## config.mk

```make
export PLATFORM = sky130hd
export DESIGN_NAME = utf16_to_utf8_escaped_literal_flat
export DESIGN_NICKNAME = d
export VERILOG_FILES = /design/src/u2u_pkg.sv /design/src/u2u_ifs.sv /design/src/u2u_front.sv /design/src/u2u_queue.sv /design/src/u2u_back.sv /design/src/utf16_to_utf8_escaped_literal.sv /design/src/flat_wrapper.sv
export SDC_FILE = /design/constraint.sdc
export NUM_CORES = 1
export LEC_CHECK = 0
export BUFFER_PORTS_ARGS = -buffer_cell sky130_fd_sc_hd__buf_2
export CORE_MARGIN = 10
export CORE_UTILIZATION = 40
export CTS_CLUSTER_DIAMETER = 200
export DETAILED_ROUTE_END_ITERATION = 10
export GPL_ROUTABILITY_DRIVEN = 0
export SKIP_CTS_REPAIR_TIMING = 1
export SLEW_MARGIN = 15
export SYNTH_ARGS = -nofsm -noshare
export SYNTH_HDL_FRONTEND = slang
export SYNTH_SLANG_ARGS = --single-unit
```

## constraint.sdc

```tcl
create_clock -name clock -period 5.7 [get_ports clock]
set_input_delay 0.285 -clock clock [delete_from_list [all_inputs] [get_ports clock]]
set_output_delay 0.285 -clock clock [all_outputs]
set_load 0.02 [all_outputs]
```

## src/u2u_pkg.sv

```systemverilog
// Shared types, character codes and encode helpers for the UTF-16 to
// escaped UTF-8 literal block. No dependencies.
package u2u_pkg;

   localparam logic [6:0] CH_QUOTE  = 7'h22;
   localparam logic [6:0] CH_BSLASH = 7'h5C;
   localparam logic [6:0] CH_X      = 7'h78;
   localparam logic [6:0] CH_ZERO   = 7'h30;
   // Upper-case 'A' minus ten, so that digit values 10..15 map onto A..F.
   localparam logic [6:0] CH_HEX_AF = 7'h37;

   localparam logic [5:0] SURR_HIGH_TAG = 6'b110110;
   localparam logic [5:0] SURR_LOW_TAG  = 6'b110111;

   // How one UTF-8 byte is written: as itself, behind a backslash, or as \xHH.
   typedef enum logic [1:0] {
      TOK_PLAIN = 2'd0,
      TOK_ESC   = 2'd1,
      TOK_HEX   = 2'd2
   } tok_kind_type;

   typedef struct packed {
      tok_kind_type kind;
      logic [7:0]   val;
   } token_type;

   localparam token_type TOK_NONE = '{kind: TOK_PLAIN, val: 8'h00};

   // Encoding of one unit that is not part of a pair: one to three tokens.
   typedef struct packed {
      logic [1:0]      cnt;
      token_type [2:0] tok;
   } enc_type;

   // Work for one item: optional quotes around group A (held unit or pair)
   // and group B (the new unit).
   typedef struct packed {
      logic            open_q;
      logic            close_q;
      logic [2:0]      a_cnt;
      token_type [3:0] a_tok;
      logic [1:0]      b_cnt;
      token_type [2:0] b_tok;
   } desc_type;

   typedef struct packed {
      logic     push;
      desc_type desc;
   } q_wr_type;

   typedef struct packed {
      logic     valid;
      desc_type desc;
   } q_rd_type;

   function automatic token_type mk_tok(input tok_kind_type kind, input logic [7:0] val);
      token_type t;
      t.kind = kind;
      t.val  = val;
      return t;
   endfunction

   function automatic enc_type enc_single(input logic [15:0] c);
      enc_type e;
      e.cnt = 2'd0;
      e.tok = {TOK_NONE, TOK_NONE, TOK_NONE};
      if (c >= 16'h0020 && c <= 16'h007E) begin
         e.cnt = 2'd1;
         if (c[6:0] == CH_QUOTE || c[6:0] == CH_BSLASH) begin
            e.tok[0] = mk_tok(TOK_ESC, c[7:0]);
         end else begin
            e.tok[0] = mk_tok(TOK_PLAIN, c[7:0]);
         end
      end else if (c < 16'h0080) begin
         e.cnt    = 2'd1;
         e.tok[0] = mk_tok(TOK_HEX, c[7:0]);
      end else if (c < 16'h0800) begin
         e.cnt    = 2'd2;
         e.tok[0] = mk_tok(TOK_HEX, {3'b110, c[10:6]});
         e.tok[1] = mk_tok(TOK_HEX, {2'b10, c[5:0]});
      end else begin
         e.cnt    = 2'd3;
         e.tok[0] = mk_tok(TOK_HEX, {4'hE, c[15:12]});
         e.tok[1] = mk_tok(TOK_HEX, {2'b10, c[11:6]});
         e.tok[2] = mk_tok(TOK_HEX, {2'b10, c[5:0]});
      end
      return e;
   endfunction

   function automatic logic [6:0] hex_char(input logic [3:0] v);
      logic [6:0] ch;
      if (v < 4'd10) begin
         ch = CH_ZERO + {3'b000, v};
      end else begin
         ch = CH_HEX_AF + {3'b000, v};
      end
      return ch;
   endfunction

endpackage

```

## src/u2u_ifs.sv

```systemverilog
// Valid/ready channel interfaces for the code-unit input and the character
// output. No dependencies.
interface u2u_req_if;
   logic        valid;
   logic        ready;
   logic [15:0] code_unit;
   logic        first_unit;
   logic        last_unit;

   modport source (output valid, code_unit, first_unit, last_unit, input ready);
   modport sink   (input valid, code_unit, first_unit, last_unit, output ready);
endinterface

interface u2u_rsp_if;
   logic       valid;
   logic       ready;
   logic [6:0] out_char;
   logic       out_last;

   modport source (output valid, out_char, out_last, input ready);
   modport sink   (input valid, out_char, out_last, output ready);
endinterface

```

## src/u2u_front.sv

```systemverilog
// Front end: accepts code units, pairs surrogates and builds at most one work
// descriptor per item. Depends on u2u_pkg and u2u_req_if.
module u2u_front (
   input  logic              clock,
   input  logic              reset,
   u2u_req_if.sink           req_ch,
   input  logic              q_full,
   output u2u_pkg::q_wr_type q_wr
);

   logic       held_valid_ff, held_valid_in;
   logic [9:0] held_payload_ff, held_payload_in;

   logic              accept;
   logic              held_eff;
   logic              is_low;
   logic              is_high;
   logic              pair_use;
   logic              hold_new;
   logic [10:0]       plane;
   u2u_pkg::enc_type  enc_held;
   u2u_pkg::enc_type  enc_new;
   u2u_pkg::desc_type desc;

   assign req_ch.ready = ~q_full;
   assign accept       = req_ch.valid & ~q_full;

   always_comb begin
      // A unit that opens a string drops whatever the previous string held.
      held_eff = held_valid_ff & ~req_ch.first_unit;
      is_low   = (req_ch.code_unit[15:10] == u2u_pkg::SURR_LOW_TAG);
      is_high  = (req_ch.code_unit[15:10] == u2u_pkg::SURR_HIGH_TAG);
      pair_use = held_eff & is_low;
      hold_new = ~pair_use & is_high & ~req_ch.last_unit;
      plane    = {1'b0, held_payload_ff} + 11'h040;
      enc_held = u2u_pkg::enc_single({u2u_pkg::SURR_HIGH_TAG, held_payload_ff});
      enc_new  = u2u_pkg::enc_single(req_ch.code_unit);

      desc.open_q  = req_ch.first_unit;
      desc.close_q = req_ch.last_unit;
      if (pair_use) begin
         desc.a_cnt    = 3'd4;
         desc.a_tok[0] = u2u_pkg::mk_tok(u2u_pkg::TOK_HEX, {5'b11110, plane[10:8]});
         desc.a_tok[1] = u2u_pkg::mk_tok(u2u_pkg::TOK_HEX, {2'b10, plane[7:2]});
         desc.a_tok[2] = u2u_pkg::mk_tok(u2u_pkg::TOK_HEX,
                                         {2'b10, plane[1:0], req_ch.code_unit[9:6]});
         desc.a_tok[3] = u2u_pkg::mk_tok(u2u_pkg::TOK_HEX,
                                         {2'b10, req_ch.code_unit[5:0]});
      end else if (held_eff) begin
         desc.a_cnt = {1'b0, enc_held.cnt};
         desc.a_tok = {u2u_pkg::TOK_NONE, enc_held.tok};
      end else begin
         desc.a_cnt = 3'd0;
         desc.a_tok = {u2u_pkg::TOK_NONE, u2u_pkg::TOK_NONE,
                       u2u_pkg::TOK_NONE, u2u_pkg::TOK_NONE};
      end

      if (pair_use || hold_new) begin
         desc.b_cnt = 2'd0;
         desc.b_tok = {u2u_pkg::TOK_NONE, u2u_pkg::TOK_NONE, u2u_pkg::TOK_NONE};
      end else begin
         desc.b_cnt = enc_new.cnt;
         desc.b_tok = enc_new.tok;
      end

      // An item that only parks a high surrogate has nothing to print.
      q_wr.push = accept & (desc.open_q | desc.close_q | (desc.a_cnt != 3'd0) |
                            (desc.b_cnt != 2'd0));
      q_wr.desc = desc;

      held_valid_in   = held_valid_ff;
      held_payload_in = held_payload_ff;
      if (accept) begin
         held_valid_in   = hold_new;
         held_payload_in = hold_new ? req_ch.code_unit[9:0] : 10'd0;
      end
   end

   always_ff @(posedge clock) begin
      if (reset) begin
         held_valid_ff   <= 1'b0;
         held_payload_ff <= 10'd0;
      end else begin
         held_valid_ff   <= held_valid_in;
         held_payload_ff <= held_payload_in;
      end
   end

endmodule

```

## src/u2u_queue.sv

```systemverilog
// Short descriptor queue between the front and back ends.
// Depends on u2u_pkg.
module u2u_queue #(
   parameter int DEPTH = 2
) (
   input  logic              clock,
   input  logic              reset,
   input  u2u_pkg::q_wr_type q_wr,
   input  logic              pop,
   output logic              q_full,
   output u2u_pkg::q_rd_type q_rd
);

   localparam int PTR_W = $clog2(DEPTH);
   localparam int CNT_W = $clog2(DEPTH + 1);

   u2u_pkg::desc_type entry_ff [DEPTH];

   logic [PTR_W-1:0] wr_ptr_ff, wr_ptr_in;
   logic [PTR_W-1:0] rd_ptr_ff, rd_ptr_in;
   logic [CNT_W-1:0] cnt_ff, cnt_in;

   assign q_full     = (cnt_ff == CNT_W'(DEPTH));
   assign q_rd.valid = (cnt_ff != '0);
   assign q_rd.desc  = entry_ff[rd_ptr_ff];

   always_comb begin
      wr_ptr_in = wr_ptr_ff;
      rd_ptr_in = rd_ptr_ff;
      if (q_wr.push) begin
         wr_ptr_in = (wr_ptr_ff == PTR_W'(DEPTH - 1)) ? '0 : wr_ptr_ff + 1'b1;
      end
      if (pop) begin
         rd_ptr_in = (rd_ptr_ff == PTR_W'(DEPTH - 1)) ? '0 : rd_ptr_ff + 1'b1;
      end
      cnt_in = cnt_ff + CNT_W'(q_wr.push) - CNT_W'(pop);
   end

   always_ff @(posedge clock) begin
      if (reset) begin
         wr_ptr_ff <= '0;
         rd_ptr_ff <= '0;
         cnt_ff    <= '0;
      end else begin
         wr_ptr_ff <= wr_ptr_in;
         rd_ptr_ff <= rd_ptr_in;
         cnt_ff    <= cnt_in;
      end
      if (q_wr.push) begin
         entry_ff[wr_ptr_ff] <= q_wr.desc;
      end
   end

   a_no_overflow: assert property (@(posedge clock) disable iff (reset)
      q_wr.push |-> !q_full)
      else $error("descriptor pushed into a full queue");

   a_no_underflow: assert property (@(posedge clock) disable iff (reset)
      pop |-> q_rd.valid)
      else $error("descriptor popped from an empty queue");

   a_count_bound: assert property (@(posedge clock) disable iff (reset)
      cnt_ff <= CNT_W'(DEPTH))
      else $error("queue count beyond depth");

endmodule

```

## src/u2u_back.sv

```systemverilog
// Back end: walks each descriptor and writes one literal character per cycle
// into the output register while the receiver keeps up. Depends on u2u_pkg and u2u_rsp_if.
module u2u_back (
   input  logic              clock,
   input  logic              reset,
   input  u2u_pkg::q_rd_type q_rd,
   output logic              pop,
   u2u_rsp_if.source         rsp_ch
);

   typedef enum logic [4:0] {
      SEG_OPEN  = 5'b00001,
      SEG_A     = 5'b00010,
      SEG_B     = 5'b00100,
      SEG_CLOSE = 5'b01000,
      SEG_NONE  = 5'b10000
   } seg_type;

   seg_type    seg_ff, seg_in;
   logic [1:0] idx_ff, idx_in;
   logic [1:0] sub_ff, sub_in;
   logic       fresh_ff, fresh_in;
   logic       out_valid_ff, out_valid_in;
   logic [6:0] out_char_ff, out_char_in;
   logic       out_last_ff, out_last_in;

   u2u_pkg::desc_type  d;
   u2u_pkg::token_type tok;
   seg_type            cur_seg;
   seg_type            nxt_seg;
   logic [1:0]         cur_idx;
   logic [1:0]         cur_sub;
   logic [1:0]         tok_end_sub;
   logic               step;
   logic               end_tok;
   logic               end_seg;
   logic               final_char;
   logic [6:0]         ch;

   function automatic seg_type seg_after(input u2u_pkg::desc_type x, input seg_type s);
      seg_type r;
      r = SEG_NONE;
      case (s)
         SEG_OPEN: begin
            if (x.a_cnt != 3'd0) r = SEG_A;
            else if (x.b_cnt != 2'd0) r = SEG_B;
            else if (x.close_q) r = SEG_CLOSE;
         end
         SEG_A: begin
            if (x.b_cnt != 2'd0) r = SEG_B;
            else if (x.close_q) r = SEG_CLOSE;
         end
         SEG_B: begin
            if (x.close_q) r = SEG_CLOSE;
         end
         default: r = SEG_NONE;
      endcase
      return r;
   endfunction

   assign d    = q_rd.desc;
   assign step = q_rd.valid & (~out_valid_ff | rsp_ch.ready);

   always_comb begin
      // A fresh descriptor starts at its first segment that has any output.
      if (fresh_ff) begin
         cur_seg = d.open_q ? SEG_OPEN : seg_after(d, SEG_OPEN);
         cur_idx = 2'd0;
         cur_sub = 2'd0;
      end else begin
         cur_seg = seg_ff;
         cur_idx = idx_ff;
         cur_sub = sub_ff;
      end

      tok = (cur_seg == SEG_A) ? d.a_tok[cur_idx] : d.b_tok[cur_idx];

      tok_end_sub = 2'd0;
      ch          = u2u_pkg::CH_QUOTE;
      if (cur_seg == SEG_A || cur_seg == SEG_B) begin
         case (tok.kind)
            u2u_pkg::TOK_PLAIN: begin
               tok_end_sub = 2'd0;
               ch          = tok.val[6:0];
            end
            u2u_pkg::TOK_ESC: begin
               tok_end_sub = 2'd1;
               ch          = (cur_sub == 2'd0) ? u2u_pkg::CH_BSLASH : tok.val[6:0];
            end
            u2u_pkg::TOK_HEX: begin
               tok_end_sub = 2'd3;
               case (cur_sub)
                  2'd0:    ch = u2u_pkg::CH_BSLASH;
                  2'd1:    ch = u2u_pkg::CH_X;
                  2'd2:    ch = u2u_pkg::hex_char(tok.val[7:4]);
                  default: ch = u2u_pkg::hex_char(tok.val[3:0]);
               endcase
            end
            default: begin
               tok_end_sub = 2'd0;
               ch          = tok.val[6:0];
            end
         endcase
      end

      end_tok = (cur_sub == tok_end_sub);
      case (cur_seg)
         SEG_A:   end_seg = end_tok & (({1'b0, cur_idx} + 3'd1) == d.a_cnt);
         SEG_B:   end_seg = end_tok & ((cur_idx + 2'd1) == d.b_cnt);
         default: end_seg = 1'b1;
      endcase
      nxt_seg    = seg_after(d, cur_seg);
      final_char = end_seg & (nxt_seg == SEG_NONE);

      pop          = step & final_char;
      seg_in       = seg_ff;
      idx_in       = idx_ff;
      sub_in       = sub_ff;
      fresh_in     = fresh_ff;
      out_valid_in = out_valid_ff;
      out_char_in  = out_char_ff;
      out_last_in  = out_last_ff;

      if (step) begin
         out_valid_in = 1'b1;
         out_char_in  = ch;
         out_last_in  = final_char;
         if (final_char) begin
            fresh_in = 1'b1;
         end else if (end_seg) begin
            fresh_in = 1'b0;
            seg_in   = nxt_seg;
            idx_in   = 2'd0;
            sub_in   = 2'd0;
         end else if (end_tok) begin
            fresh_in = 1'b0;
            seg_in   = cur_seg;
            idx_in   = cur_idx + 2'd1;
            sub_in   = 2'd0;
         end else begin
            fresh_in = 1'b0;
            seg_in   = cur_seg;
            idx_in   = cur_idx;
            sub_in   = cur_sub + 2'd1;
         end
      end else if (rsp_ch.ready) begin
         out_valid_in = 1'b0;
      end
   end

   always_ff @(posedge clock) begin
      if (reset) begin
         seg_ff       <= SEG_OPEN;
         idx_ff       <= 2'd0;
         sub_ff       <= 2'd0;
         fresh_ff     <= 1'b1;
         out_valid_ff <= 1'b0;
      end else begin
         seg_ff       <= seg_in;
         idx_ff       <= idx_in;
         sub_ff       <= sub_in;
         fresh_ff     <= fresh_in;
         out_valid_ff <= out_valid_in;
      end
      out_char_ff <= out_char_in;
      out_last_ff <= out_last_in;
   end

   assign rsp_ch.valid    = out_valid_ff;
   assign rsp_ch.out_char = out_char_ff;
   assign rsp_ch.out_last = out_last_ff;

endmodule

```

## src/utf16_to_utf8_escaped_literal.sv

```systemverilog
// Top level of the UTF-16 to escaped UTF-8 C string literal block.
// Depends on u2u_pkg, u2u_ifs, u2u_front, u2u_queue and u2u_back.
//
// Usage: req_ch carries one UTF-16 code unit per item with first_unit and
// last_unit marking the ends of a string. rsp_ch carries the literal text, one
// ASCII character per item, with out_last set on the final character that an
// input item causes. Both channels transfer on valid and ready high together.
//
// Throughput: the back end writes one character per cycle while the receiver
// keeps up, and an input item causes 1 to 25 characters (up to 12 for a
// non-ASCII unit plus the quotes, or 16 for a surrogate pair). A unit that only
// parks a high surrogate produces no characters. The front end accepts one
// item per cycle while the descriptor queue (QUEUE_DEPTH entries) has room,
// so it runs ahead of the back end.
// Path: with the queue and output register empty, an accepted item is written
// into the descriptor queue, then its first character into the output register.
// Reset clears the held surrogate, the queue and the output register.
// When the receiver stalls, the output register holds its character and the
// queue fills; once it is full req_ch.ready drops.
module utf16_to_utf8_escaped_literal #(
   parameter int QUEUE_DEPTH = 2
) (
   input  logic      clock,
   input  logic      reset,
   u2u_req_if.sink   req_ch,
   u2u_rsp_if.source rsp_ch
);

   u2u_pkg::q_wr_type q_wr;
   u2u_pkg::q_rd_type q_rd;
   logic              q_full;
   logic              pop;

   u2u_front u_front (
      .clock  (clock),
      .reset  (reset),
      .req_ch (req_ch),
      .q_full (q_full),
      .q_wr   (q_wr)
   );

   u2u_queue #(
      .DEPTH (QUEUE_DEPTH)
   ) u_queue (
      .clock  (clock),
      .reset  (reset),
      .q_wr   (q_wr),
      .pop    (pop),
      .q_full (q_full),
      .q_rd   (q_rd)
   );

   u2u_back u_back (
      .clock  (clock),
      .reset  (reset),
      .q_rd   (q_rd),
      .pop    (pop),
      .rsp_ch (rsp_ch)
   );

endmodule

```

## src/flat_wrapper.sv

```systemverilog
// flat-port wrapper written by rule: the top's interface ports become plain ports
module utf16_to_utf8_escaped_literal_flat 
#(
   parameter int QUEUE_DEPTH = 2
)
  (clock, reset, req_ch_valid, req_ch_code_unit, req_ch_first_unit, req_ch_last_unit, req_ch_ready, rsp_ch_valid, rsp_ch_out_char, rsp_ch_out_last, rsp_ch_ready);
  u2u_req_if req_ch_i ();
  u2u_rsp_if rsp_ch_i ();
  input  logic clock;
  input  logic reset;
  input wire logic [$bits(req_ch_i.valid)-1:0] req_ch_valid;
  input wire logic [$bits(req_ch_i.code_unit)-1:0] req_ch_code_unit;
  input wire logic [$bits(req_ch_i.first_unit)-1:0] req_ch_first_unit;
  input wire logic [$bits(req_ch_i.last_unit)-1:0] req_ch_last_unit;
  output wire logic [$bits(req_ch_i.ready)-1:0] req_ch_ready;
  output wire logic [$bits(rsp_ch_i.valid)-1:0] rsp_ch_valid;
  output wire logic [$bits(rsp_ch_i.out_char)-1:0] rsp_ch_out_char;
  output wire logic [$bits(rsp_ch_i.out_last)-1:0] rsp_ch_out_last;
  input wire logic [$bits(rsp_ch_i.ready)-1:0] rsp_ch_ready;
  assign req_ch_i.valid = req_ch_valid;
  assign req_ch_i.code_unit = req_ch_code_unit;
  assign req_ch_i.first_unit = req_ch_first_unit;
  assign req_ch_i.last_unit = req_ch_last_unit;
  assign req_ch_ready = req_ch_i.ready;
  assign rsp_ch_valid = rsp_ch_i.valid;
  assign rsp_ch_out_char = rsp_ch_i.out_char;
  assign rsp_ch_out_last = rsp_ch_i.out_last;
  assign rsp_ch_i.ready = rsp_ch_ready;
  utf16_to_utf8_escaped_literal #(.QUEUE_DEPTH(QUEUE_DEPTH)) u_core (.clock(clock), .reset(reset), .req_ch(req_ch_i), .rsp_ch(rsp_ch_i));
endmodule
```

==> results.py <==
metrics = {
    "status": {
        "status": "finished clean",
    },
    "die": {
        "rows": 48,
        "dieHeight_um": 151.8,
        "start_util_pct": 40.45,
        "die_w_um": 151.8,
        "die_area_um2": 23040,
        "io_pins": 32,
        "fp.coreArea_um2": 17180,
    },
    "pwr": {
        "p_leak_nw": 2.684,
        "comb_power_share_pct": 31.0,
        "p_clk_share_pct": 31.5,
        "p_switching_mw": 1.243,
        "internal_power_mw": 2.327,
        "p_per_area_nw_per_um2": 451.4,
        "p_sw_share_pct": 34.81,
        "ir_drop_v": 0.0002467,
        "seqPwrFrac_pct": 37.6,
    },
    "clock_network": {
        "clock_latency_ns": 0.43,
        "tritoncts": "done",
        "ctsRootBufferMaster": "clkbuf_16",
        "numCtsBuffers": 17,
        "cts_max_level": 4,
        "cts_buffer_depth": 2,
        "clk_pin_slew_ns": 0.06,
        "clock-sinks": 137,
    },
    "worst_setup_path": {
        "critPathLaunchType": "flip-flop",
        "worst-path-buf-inv": 5,
        "critical_path.top_delay_family": "compound AO/OA/AOI/OAI gates",
        "reg2reg_depth": 21,
        "crit_chain": "nand2b_1 > buf_4 > inv_2 > nand2_1 > mux2_2 > a22oi_1 > ha_1 > inv_1 > a31o_1 > a22o_1 > nand2_1 > o211ai_1 > and2_2 > nand2_2 > inv_2 > ha_1 > inv_1 > ha_1 > xor2_1 > xnor2_1 > nor2_1",
        "cp_common_cell": "ha_1",
        "path_class": "reg2reg",
        "cp_max_fo": 18,
        "worst_r2r_startpoint": "u_core.u_back.idx_ff[0]$_SDFFE_PP0P_",
        "cp-end-kind": "flip-flop",
        "crit_path_top_delay_cell": "o211ai_1",
        "cp_slowest_stage_delay_ns": 0.57,
        "rrSetupSlack_ns": 0.77,
        "regToRegEndpoint": "u_core.u_queue.cnt_ff[1]$_SDFF_PP0_",
        "worst_ep_arrival_time_ns": 5.22,
        "cp.required_ns": 6.00,
    },
    "detailed_routing": {
        "ant_nets": 0,
        "wire_per_inst_um": 19.59,
        "num_vias": 4955,
        "vias_per_cell": 5.722,
        "drt_iter0_markers": 431,
        "finalWirelength_um": 16970,
        "drt_pre_antenna_iters": 7,
        "drc": 0,
    },
    "logic_synthesis": {
        "syn_area_per_cell_um2": 11.60,
        "syn_inst": 599,
        "synth_cell_types": 81,
        "synth_nets": 633,
        "synth-seq-area-share_pct": 55.32,
        "synthFlopType": "edfxtp_1",
        "netlist_area_um2": 6948,
        "postSynth.asyncResetShare_pct": 0,
        "synth_edf_count": 110,
        "yosys_warnings": 0,
        "ys_seq_elements": 137,
    },
    "cells_and_area": {
        "drive_above_1_share_pct": 17.32,
        "antenna_cells": 0,
        "fillers": 1596,
        "final_area_um2": 7909,
        "nets": 662,
        "multiInputGateArea_um2": 2875,
        "register_area_um2": 3845,
        "area_delta_synth_final_pct": 13.83,
    },
    "timing": {
        "fin_setup_tns_ns": 0,
        "clock_skew_ns": 0.01038,
        "finalCritPeriodShare_pct": 86.43,
        "rsz0062_at_grt": "no",
        "slew_headroom_pct": 30.88,
        "worstMarginPinSlew_ns": 1.037,
        "min_period_ns": 4.926,
        "drv_slew": 0,
        "setup_violations": 0,
        "hold_violations": 0,
        "fmax_mhz": 203.0,
    },
    "run": {
        "drv_cap": 0,
    },
    "grt": {
        "grt_usage_pct": 15.17,
        "overflow": 0,
        "grt_max_degree": 43,
        "antenna_found_initial": 0,
        "grt_first_pass_wirelength_um": 26700,
        "grt_pass1_vias": 4808,
    },
    "min_path": {
        "holdPathEnd": "u_core.u_queue.entry_ff[1][76]$_DFFE_PP_",
        "whs_path_depth": 1,
        "hold_start": "req_ch_first_unit",
        "worstHoldPathType": "in2reg",
    },
    "placement": {
        "hpwl_um": 12210,
        "io_buffers": 31,
        "placedInstanceArea_um2": 7307,
    },
}
[layout by cell type, fill, tap and decap left out, types with 4 or more instances in the layout]
cell / Yosys / final
a31oi_1: 6 / 6
nand2b_1: 6 / 6
nor3b_1: 4 / 4
dfxtp_1: 27 / 26
clkbuf_16: 0 / 17
mux4_2: 11 / 11
inv_1: 22 / 22
and2_1: 10 / 9
or3_1: 6 / 6
a21oi_1: 41 / 41
mux2i_1: 30 / 30
edfxtp_1: 110 / 110
mux2_2: 7 / 7
buf_2: 7 / 31
nand3_1: 11 / 11
o21a_1: 4 / 4
nor2_1: 60 / 59
xnor2_1: 9 / 9
o32ai_1: 4 / 4
a211oi_1: 6 / 6
inv_6: 0 / 7
nor3_1: 15 / 15
and3_1: 10 / 10
nor2b_1: 4 / 4
ha_1: 12 / 12
buf_4: 3 / 7
inv_2: 4 / 4
nand2_1: 45 / 45
o22ai_1: 7 / 7
o21ai_0: 12 / 12
o211ai_1: 6 / 6
a22oi_1: 12 / 12
[sequential cells by signal (all words and copies together) (netlist names), 2 cells and up, named ones only]
| name | count |
|---|---|
| u_core.u_back.seg_ff | 5 |
| u_core.u_front.held_payload_ff | 10 |
| u_core.u_back.sub_ff | 2 |
| u_core.u_back.rsp_ch.out_char | 7 |
| u_core.u_queue.cnt_ff | 2 |
| u_core.u_queue.entry_ff | 102 |
| u_core.u_back.idx_ff | 2 |
[through the flow]
step / hold WS [ns] / instances / total power, mW / util (%) / setup slack [ns]
4_1_cts: 0.1173 / 866 / 3.580 / 46.04 / 0.7914
2_1_floorplan: 0.3839 / 599 / 2.179 / - / 1.478
6_report: 0.1225 / 866 / 3.570 / 46.04 / 0.7735
5_1_grt: 0.1231 / 866 / 3.759 / 46.04 / 0.3512
3_3_place_gp: 0.4799 / 834 / 2.447 / 42.54 / 0.9562
3_5_place_dp: 0.4974 / 834 / 2.460 / 42.54 / 0.8458
[worst max-delay path by stage]
stage | from | to | slack [ns] | cells after the start
global placement | flip-flop | u_core.u_queue.cnt_ff[1]$_SDFF_PP0_ | 0.96 | 19
global route | u_core.u_back.idx_ff[0]$_SDFFE_PP0P_ | u_core.u_queue.cnt_ff[1]$_SDFF_PP0_ | 0.35 | 21
detailed placement | flip-flop | u_core.u_queue.cnt_ff[1]$_SDFF_PP0_ | 0.85 | 19
floorplan | flip-flop | u_core.u_queue.cnt_ff[1]$_SDFF_PP0_ | 1.48 | 22
finish | u_core.u_back.idx_ff[0]$_SDFFE_PP0P_ | u_core.u_queue.cnt_ff[1]$_SDFF_PP0_ | 0.77 | 21
CTS | flip-flop | u_core.u_queue.cnt_ff[1]$_SDFF_PP0_ | 0.79 | 19
[synth_stat cells, types with 6 or more instances]
cell,number,share of area [%]
nor3_1,15,1.1
a31oi_1,6,0.54
edfxtp_1,110,48
o22ai_1,7,0.63
and2_1,10,0.90
a22oi_1,12,1.3
mux2_2,7,1.1
mux2i_1,30,4.3
o21ai_0,12,0.86
buf_2,7,0.50
ha_1,12,2.2
and3_1,10,0.90
or3_1,6,0.54
nand3_1,11,0.79
a21oi_1,41,3.0
o211ai_1,6,0.65
a211oi_1,6,0.65
inv_1,22,1.2
nand2_1,45,2.4
dfxtp_1,27,7.8
nand2b_1,6,0.54
xnor2_1,9,1.1
clkbuf_1,13,0.70
nor2_1,60,3.2
mux4_2,11,3.6
[routing by layer]
| metal | track usage, % | routed length, um | up-vias |
|---|---|---|---|
| met5 | 0 | 0 | - |
| met4 | 4.576 | 255 | 0 |
| met3 | 4.396 | 1086 | 20 |
| met2 | 22.35 | 7555 | 197 |
| met1 | 21.13 | 8070 | 2401 |
| li1 | - | - | 2337 |
[area by class of cell]
class	count	share of cell area (%)
sequential	137	48.62
inverter	26	1.234
tap	225	3.560
clock inverter	15	2.231
clock buffer	17	5.379
timing repair buffer	38	2.626
multi-input combinational	408	36.36
[cells by family (layout without fill, tap and decap cells)]
family	Yosys count	after routing	synth area share, %
fa+ha+maj	12	12	2.161
simple gates	195	195	13.85
buf+inv	54	96	3.421
xor+xnor	11	11	1.387
flops	137	137	55.32
compound gates	141	141	14.68
mux	49	49	9.184
[power by group through the flow]
stage                     sequential [mW]  clock (mW)  combinational (mW)
final                                1.34        1.12                1.11
after global routing                 1.36        1.19                1.21
after CTS                            1.34        1.14                1.10
after detailed placement             1.36           0                1.10
after global placement               1.36           0                1.09
after floorplan                      1.37           0               0.811
No activity file was read; power rests on OpenSTA's default activity.
